### config.mk
export PLATFORM = sky130hd
export DESIGN_NAME = irt_cell
export DESIGN_NICKNAME = d
export VERILOG_FILES = /design/src/hw/rtl/irt_pkg.sv /design/src/hw/rtl/irt_cell.sv
export SDC_FILE = /design/constraint.sdc
export NUM_CORES = 1
export LEC_CHECK = 0
export ABC_AREA = 1
export BUFFER_PORTS_ARGS = -buffer_cell sky130_fd_sc_hd__buf_2
export CAP_MARGIN = 20
export CORE_ASPECT_RATIO = 0.7
export CORE_MARGIN = 2
export CORE_UTILIZATION = 40
export CTS_CLUSTER_DIAMETER = 150
export CTS_CLUSTER_SIZE = 28
export DETAILED_ROUTE_END_ITERATION = 6
export GPL_TIMING_DRIVEN = 1
export HOLD_SLACK_MARGIN = 0.1
export PLACE_DENSITY = 0.73
export SYNTH_ARGS = -nofsm -noshare
export SYNTH_HDL_FRONTEND = slang
export SYNTH_SLANG_ARGS = --single-unit
export TNS_END_PERCENT = 5
### constraint.sdc
create_clock -name aclk -period 1.85 [get_ports aclk]
set_input_delay 0 -clock aclk [delete_from_list [all_inputs] [get_ports aclk]]
set_output_delay 0 -clock aclk [all_outputs]
set_load 0.02 [all_outputs]
### src/hw/rtl/irt_pkg.sv
// Shared types and constants for the interval reservation table.
// No dependencies; imported by every other source file.
package irt_pkg;

    localparam int CAPACITY  = 64;
    localparam int TIME_BITS = 32;
    localparam int CNT_W     = $clog2(CAPACITY + 1);
    localparam int FIELD_W   = 32;
    localparam int STATUS_W  = 2;
    localparam int S_DATA_W  = ((2 * FIELD_W + 7) / 8) * 8;
    localparam int M_DATA_W  = ((STATUS_W + 7) / 8) * 8;

    typedef logic [TIME_BITS-1:0] time_t;
    typedef logic [CNT_W-1:0]     count_t;

    typedef enum logic [STATUS_W-1:0] {
        ST_OK      = 2'd0,
        ST_OVERLAP = 2'd1,
        ST_FULL    = 2'd2
    } status_t;

    typedef enum logic {
        S_IDLE,
        S_UPD
    } state_t;

    // per-cell update command from the top level
    typedef struct packed {
        logic ins;    // load the request
        logic shift;  // load the neighbor below
    } cell_ctl_t;

    // per-cell compare result, registered in the cell
    typedef struct packed {
        logic dec;    // this entry decides the scan
        logic left;   // request lies left of it (or cell holds no entry)
    } cell_flag_t;

endpackage

### src/hw/rtl/irt_cell.sv
// One slot of the interval table: holds one interval, compares it with a
// request, and shifts up from its lower neighbor on insert. Uses irt_pkg.
module irt_cell (
    input  logic               aclk,
    input  logic               cmp_en,
    input  irt_pkg::time_t     req_start,
    input  irt_pkg::time_t     req_end,
    input  logic               occ,
    input  logic               at_end,
    input  irt_pkg::cell_ctl_t ctl,
    input  irt_pkg::time_t     nb_start,
    input  irt_pkg::time_t     nb_end,
    output irt_pkg::time_t     slot_start,
    output irt_pkg::time_t     slot_end,
    output irt_pkg::cell_flag_t flag
);
    import irt_pkg::*;

    time_t      start_reg;
    time_t      end_reg;
    cell_flag_t flag_reg;
    cell_flag_t flag_next;
    logic       lt;
    logic       rt;

    always_comb begin
        lt = (req_end <= start_reg);
        rt = (req_start >= end_reg);
        if (occ) begin
            flag_next.dec  = lt | ~rt;
            flag_next.left = lt;
        end else begin
            flag_next.dec  = at_end;
            flag_next.left = 1'b1;
        end
    end

    always_ff @(posedge aclk) begin
        if (cmp_en) begin
            flag_reg <= flag_next;
        end
        if (ctl.ins) begin
            start_reg <= req_start;
            end_reg   <= req_end;
        end else if (ctl.shift) begin
            start_reg <= nb_start;
            end_reg   <= nb_end;
        end
    end

    assign slot_start = start_reg;
    assign slot_end   = end_reg;
    assign flag       = flag_reg;

endmodule

==> results of run 1 <==
cell usage after synthesis:
cell	number	area share [%]
nand4_1	5	0.69
buf_2	11	1.2
or2_2	2	0.28
nor2_2	3	0.41
a21oi_2	4	0.77
a21boi_2	1	0.25
edfxtp_1	66	44
a21o_1	2	0.33
o21ai_1	2	0.22
nand2_1	256	21
o21ai_0	6	0.66
buf_1	1	0.083
inv_2	3	0.25
nand3_2	1	0.22
a21oi_1	25	2.8
clkinv_1	1	0.083
nor3_2	1	0.22
o21a_1	3	0.50
nand3_1	2	0.22
ha_1	64	18
nor2_1	15	1.2
inv_1	81	6.7
nand2_2	2	0.28
clkbuf_1	2	0.17
what timing repair did:
action | CTS | global route
buffers inserted | 0 | 7
hold buffers | 132 | 0
endpoints found under the setup margin | 0 | 1
gates resized for setup | 0 | 31
hold endpoints to repair | 68 | 0
power by group through the flow:
| stage | Clock, mW | Sequential (mW) | Combinational, mW |
|---|---|---|---|
| after floorplan | 0 | 2.16 | 0.596 |
| after global placement | 0 | 1.95 | 1.31 |
| after detailed placement | 0 | 1.95 | 1.31 |
| after CTS | 1.54 | 1.92 | 1.59 |
| after global routing | 1.60 | 1.95 | 1.90 |
| final | 1.53 | 1.93 | 1.71 |
cell usage in the layout, fill, tap and decap left out, types with 5 or more instances in the layout:
cell type      synthesis  layout
nand2_1              256     251
ha_4                   0      11
inv_1                 81      74
nor2_1                15      11
o21ai_0                6       6
dlygate4sd3_1          0     132
edfxtp_1              66      66
buf_4                  0       9
buf_2                 11     199
clkbuf_16              0       9
ha_1                  64      53
nand2_2                2       7
inv_2                  3      11
a21oi_1               25      23
a21oi_2                4       6
nor2_2                 3       6
nand4_1                5       5
cells by family after synthesis:
group / share of synthesized area (%)
buffers and inverters: 8.49
adders and majority gates: 17.6
DFF: 43.7
AOI/OAI and AO/OA: 5.48
and+or+nand+nor: 24.7
layer usage:
layer | share of wire [%] | vias up
met5 | 0 | -
met2 | 47 | 165
li1 | - | 2458
met3 | 6.3 | 17
met1 | 45 | 2231
met4 | 1.3 | 0
layout make-up:
type	instances	area share, %
Multi-Input combinational cell	394	31.1
Inverter	85	4.23
Clock inverter	4	0.249
Sequential cell	66	26.3
Timing Repair Buffer	343	32.4
Clock buffer	12	3.14
Tap cell	153	2.54
final timing paths:
kind / from / endpoint / depth (start not counted)
hold / removal: ctl[0] / slot_start[27]$_DFFE_PP_ / 2
setup reg to reg: slot_end[23]$_DFFE_PP_ / flag[1]$_DFFE_PP_ / 11
setup / recovery: slot_end[23]$_DFFE_PP_ / flag[1]$_DFFE_PP_ / 11
hold reg to reg: slot_start[0]$_DFFE_PP_ / flag[0]$_SDFFCE_PN1P_ / 5
worst register-to-register path, delay by kind of cell (launching register included):
| family | cells | cell delay, ps |
|---|---|---|
| flops | 1 | 350 |
| buf+inv | 2 | 80 |
| simple gates | 8 | 790 |
| fa+ha+maj | 1 | 300 |
==> flow_metrics.py, run 1 <==
metrics = {
    "outcome": {
        "status": "finished, final reports clean",
    },
    "routing": {
        "routed_wl_um": 14400,
        "post_drt_wl_per_cell_um": 13.6,
        "drt_iter0_drc": 253,
        "postRouteAntennaNets": 0,
        "vias": 4871,
        "vias_per_cell": 4.61,
        "dr.pass1.iters": 5,
        "drc": 0,
    },
    "power_and_ir_drop": {
        "switching_power_mw": 1.63,
        "pwr-share-seq_pct": 37.3,
        "vdd_drop_max_uv": 590,
        "comb_power_share_pct": 33.2,
        "internal_power_mw": 3.54,
        "leakage_nw": 4.01,
        "powerDensity_nw_per_um2": 686,
        "clockPowerShare_pct": 29.5,
        "total_power_mw": 5.17,
        "sw_frac_of_total_pct": 31.6,
    },
    "place": {
        "place_hpwl_um": 9490,
        "portBuffers": 199,
        "gp_congestion": 0.787,
        "place_area_um2": 5740,
        "post-place-ws_ps": 61.0,
        "placed_cells": 902,
    },
    "global_route": {
        "grt_max_degree": 51,
        "grt_pass1_vias": 4880,
        "met1_usage_pct": 29.8,
        "grt_use_met3_pct": 5.85,
        "grt.busiest_layer": "met2",
        "grt.overflow.total": 0,
        "track_usage_pct": 23.2,
        "grt_use_met2_pct": 39.4,
        "grt_pass1_wl_um": 22500,
        "antenna_found_initial": 0,
    },
    "yosys": {
        "yosysSeqAreaShare_pct": 43.7,
        "yosysWarnings": 0,
        "avgSynthCellArea_um2": 8.12,
        "postSynthCellCount": 559,
        "yosys_register_bits": 66,
        "syn-num-nets": 757,
        "syn_area_um2": 4540,
        "ys_types": 24,
    },
    "critical_path": {
        "critical_path_buf_inv_count": 2,
        "path_class": "register to register",
        "start_kind": "register",
        "worstPathRequired_ps": 1940,
        "reg2reg_setup_slack_ps": 100,
        "end_kind": "register",
        "crit_path_max_fanout": 2,
        "crit_path_max_incr_delay_ps": 350,
        "cpLargestDelayFamily": "simple AND/OR/NAND/NOR gates",
        "path_cells": "inv_1 -> ha_1 -> nand2_1 -> nor2_1 -> nand4_1 -> nor2_1 -> nand2_1 -> nand2_1 -> nand3_2 -> nand2_1 -> inv_1",
        "cpMostUsedCell": "nand2_1",
        "critPathSlowestCell": "edfxtp_1",
        "crit_arrival_ps": 1840,
    },
    "die": {
        "core_um2": 11100,
        "start_util_pct": 41.1,
        "rows": 32,
        "die_x_um": 131,
        "ios": 200,
        "die_h_um": 93.1,
        "dieArea_um2": 12200,
    },
    "sta": {
        "relSlewSlack_pct": 74.1,
        "fin_hold_ws_ps": 277,
        "drv_slew": 0,
        "worst_pin_slew_ps": 389,
        "setup_viol": 0,
        "finalCritPeriodShare_pct": 94.3,
        "clock_skew_ps": 3.39,
        "timing.setup.tns_ps": 0,
        "setup_ws_ps": 105,
        "post-route-min-period_ps": 1750,
        "hold_viol": 0,
        "fmax_ghz": 0.573,
    },
    "clock_network": {
        "clkSinkCount": 66,
        "cts-root-buf": "clkbuf_16",
        "cts_tree": "yes",
        "cts_buffer_depth": 2,
        "htree_levels": 3,
        "clk_pin_slew_ps": 60,
        "cts_made_buffers": 9,
        "clock_latency_ps": 330,
    },
    "cells_and_area": {
        "seqCellArea_um2": 1980,
        "fillCellCount": 880,
        "final_area_um2": 7540,
        "final_core_utilization_pct": 68.2,
        "final_nets": 1097,
        "multiInputGateArea_um2": 2350,
        "antenna_cells": 0,
        "syn_to_final_growth_pct": 66.1,
        "drive_gt1_share_pct": 29.9,
        "stdcell_count": 1057,
    },
    "hold_path": {
        "hold_path_class": "input port to register",
    },
    "flow_run": {
        "drv_cap": 0,
    },
}
Note: power is estimated with default switching activity, not from simulation.
==> run 2: changes to the inputs <==
--- a/config.mk
+++ b/config.mk
@@ -8,7 +8,7 @@
 export ABC_AREA = 1
 export BUFFER_PORTS_ARGS = -buffer_cell sky130_fd_sc_hd__buf_2
 export CAP_MARGIN = 20
-export CORE_ASPECT_RATIO = 0.7
+export CORE_ASPECT_RATIO = 1.75
 export CORE_MARGIN = 2
 export CORE_UTILIZATION = 40
 export CTS_CLUSTER_DIAMETER = 150
==> constraint.sdc (replaced) <==
create_clock -name aclk -period 1.95 [get_ports aclk]
set_input_delay 0 -clock aclk [delete_from_list [all_inputs] [get_ports aclk]]
set_output_delay 0 -clock aclk [all_outputs]
set_load 0.02 [all_outputs]
==> flow_metrics.py, run 2 (same netlist as run 1, synthesis figures left out) <==
metrics = {
    "power_and_ir_drop": {
        "pwr-share-seq_pct": 38.4,
        "switching_power_mw": 1.48,
        "comb_power_share_pct": 32.1,
        "sw_frac_of_total_pct": 31.1,
        "leakage_nw": 3.96,
        "internal_power_mw": 3.28,
        "vdd_drop_max_uv": 483,
        "clockPowerShare_pct": 29.5,
        "powerDensity_nw_per_um2": 653,
    },
    "clock_network": {
        "post_cts_buffers": 0,
        "clock_latency_ps": 330,
        "cts_tree": "yes",
        "cts_made_buffers": 9,
        "clk_pin_slew_ps": 60,
        "cts-root-buf": "clkbuf_16",
        "clkSinkCount": 66,
        "htree_levels": 3,
        "cts_buffer_depth": 2,
    },
    "critical_path": {
        "crit_path_max_incr_delay_ps": 360,
        "start_kind": "register",
        "crit_path_max_fanout": 3,
        "worstPathRequired_ps": 2030,
        "cpLargestDelayFamily": "simple AND/OR/NAND/NOR gates",
        "path_cells": "inv_1 -> ha_4 -> nand2_1 -> o21ai_0 -> a21oi_2 -> nand2_1 -> nand2_1 -> nand2_1 -> nand3_2 -> nand2_1 -> inv_1",
        "path_class": "register to register",
        "crit_arrival_ps": 1840,
        "critPathSlowestCell": "edfxtp_1",
        "cpMostUsedCell": "nand2_1",
        "critical_path_buf_inv_count": 2,
        "end_kind": "register",
    },
    "routing": {
        "vias_per_cell": 4.72,
        "dr.pass1.iters": 5,
        "vias": 4847,
        "postRouteAntennaNets": 0,
        "drt_iter0_drc": 131,
        "drc": 0,
        "post_drt_wl_per_cell_um": 14.0,
        "routed_wl_um": 14400,
    },
    "global_route": {
        "grt_pass1_wl_um": 23100,
        "grt_max_degree": 67,
        "grt_pass1_vias": 5095,
        "antenna_found_initial": 0,
        "grt.overflow.total": 0,
        "track_usage_pct": 23.8,
    },
    "outcome": {
        "status": "finished, final reports clean",
    },
    "die": {
        "rows": 51,
        "die_h_um": 145,
        "dieArea_um2": 12300,
        "ios": 200,
        "core_um2": 11100,
        "die_x_um": 84.5,
        "start_util_pct": 40.9,
    },
    "cells_and_area": {
        "most-common-layout-cells": "nand2_1, buf_2, dlygate4sd3_1",
        "stdcell_count": 1027,
        "syn_to_final_growth_pct": 60.4,
        "fillCellCount": 882,
        "final_area_um2": 7280,
        "drive_gt1_share_pct": 26.3,
        "final_nets": 1090,
        "final_common_cell": "nand2_1",
        "antenna_cells": 0,
    },
    "hold_path": {
        "hold_path_class": "input port to register",
    },
    "sta": {
        "setup_viol": 0,
        "finalCritPeriodShare_pct": 90.3,
        "worst_pin_slew_ps": 473,
        "fmax_ghz": 0.568,
        "post-route-min-period_ps": 1760,
        "relSlewSlack_pct": 68.5,
        "drv_slew": 0,
        "hold_viol": 0,
        "fin_hold_ws_ps": 355,
        "clock_skew_ps": 7.07,
    },
    "place": {
        "placed_cells": 881,
        "portBuffers": 199,
        "gp_congestion": 0.816,
        "place_hpwl_um": 9620,
        "place_area_um2": 5680,
    },
    "flow_run": {
        "drv_cap": 0,
    },
}
run 2: through the flow:
stage | setup WS (ps) | TNS (ps) | util (%) | power (mW)
2_1_floorplan | 274 | 0 | - | 2.61
3_3_place_gp | 114 | 0 | 51.2 | 3.07
3_5_place_dp | 131 | 0 | 51.2 | 3.10
4_1_cts | 112 | 0 | 65.3 | 4.78
5_1_grt | -4.84 | -4.84 | 65.6 | 5.06
6_report | 189 | 0 | 65.6 | 4.76
run 2: worst register-to-register path, delay by kind of cell (launching register included):
| kind | cells | cell delay [ps] |
|---|---|---|
| AND/OR/NAND/NOR | 6 | 390 |
| AO/OA/AOI/OAI | 2 | 370 |
| adder cells (fa/ha/maj) | 1 | 280 |
| flip-flops | 1 | 360 |
| buffers and inverters | 2 | 110 |
run 2: final timing paths:
kind | startpoint | to | slack (ps) | cells past startpoint
worst max-delay path | slot_end[15]$_DFFE_PP_ | flag[1]$_DFFE_PP_ | 190 | 11
worst min-delay path | req_end[31] | flag[0]$_SDFFCE_PN1P_ | 360 | 7
worst max register to register | slot_end[15]$_DFFE_PP_ | flag[1]$_DFFE_PP_ | 190 | 11
worst min register to register | slot_start[0]$_DFFE_PP_ | flag[0]$_SDFFCE_PN1P_ | 980 | 5
run 2: area by class of cell:
cell class              count  area [um2]  area share [%]
repair buffers            336        2370            32.5
multi-input cells         394        2200            30.2
flip-flops and latches     66        1980            27.2
inverters                  85         319            4.38
clock buffers               9         225            3.09
well taps                 132         165            2.27
clock inverters             5        23.8           0.326
run 2: what timing repair did:
action | 4_1_cts | 5_1_grt
gates resized for setup | 0 | 3
setup endpoints to repair | 0 | 1
hold buffers | 132 | 0
endpoints found under the hold margin | 68 | 0
run 2: per-layer routing:
metal | GRT usage (%) | up-vias | part of all wire, %
met3 | 5.01 | 49 | 5.5
met5 | 0 | - | 0
met4 | 11.1 | 0 | 4.3
li1 | - | 2440 | -
met1 | 23.1 | 2182 | 35
met2 | 46.1 | 176 | 55
run 2: power by group through the flow:
| stage | Combinational [mW] | Clock (mW) | Sequential (mW) |
|---|---|---|---|
| finish | 1.53 | 1.40 | 1.82 |
| global route | 1.71 | 1.51 | 1.84 |
| CTS | 1.50 | 1.45 | 1.82 |
| detailed placement | 1.25 | 0 | 1.85 |
| global placement | 1.23 | 0 | 1.84 |
| floorplan | 0.565 | 0 | 2.05 |
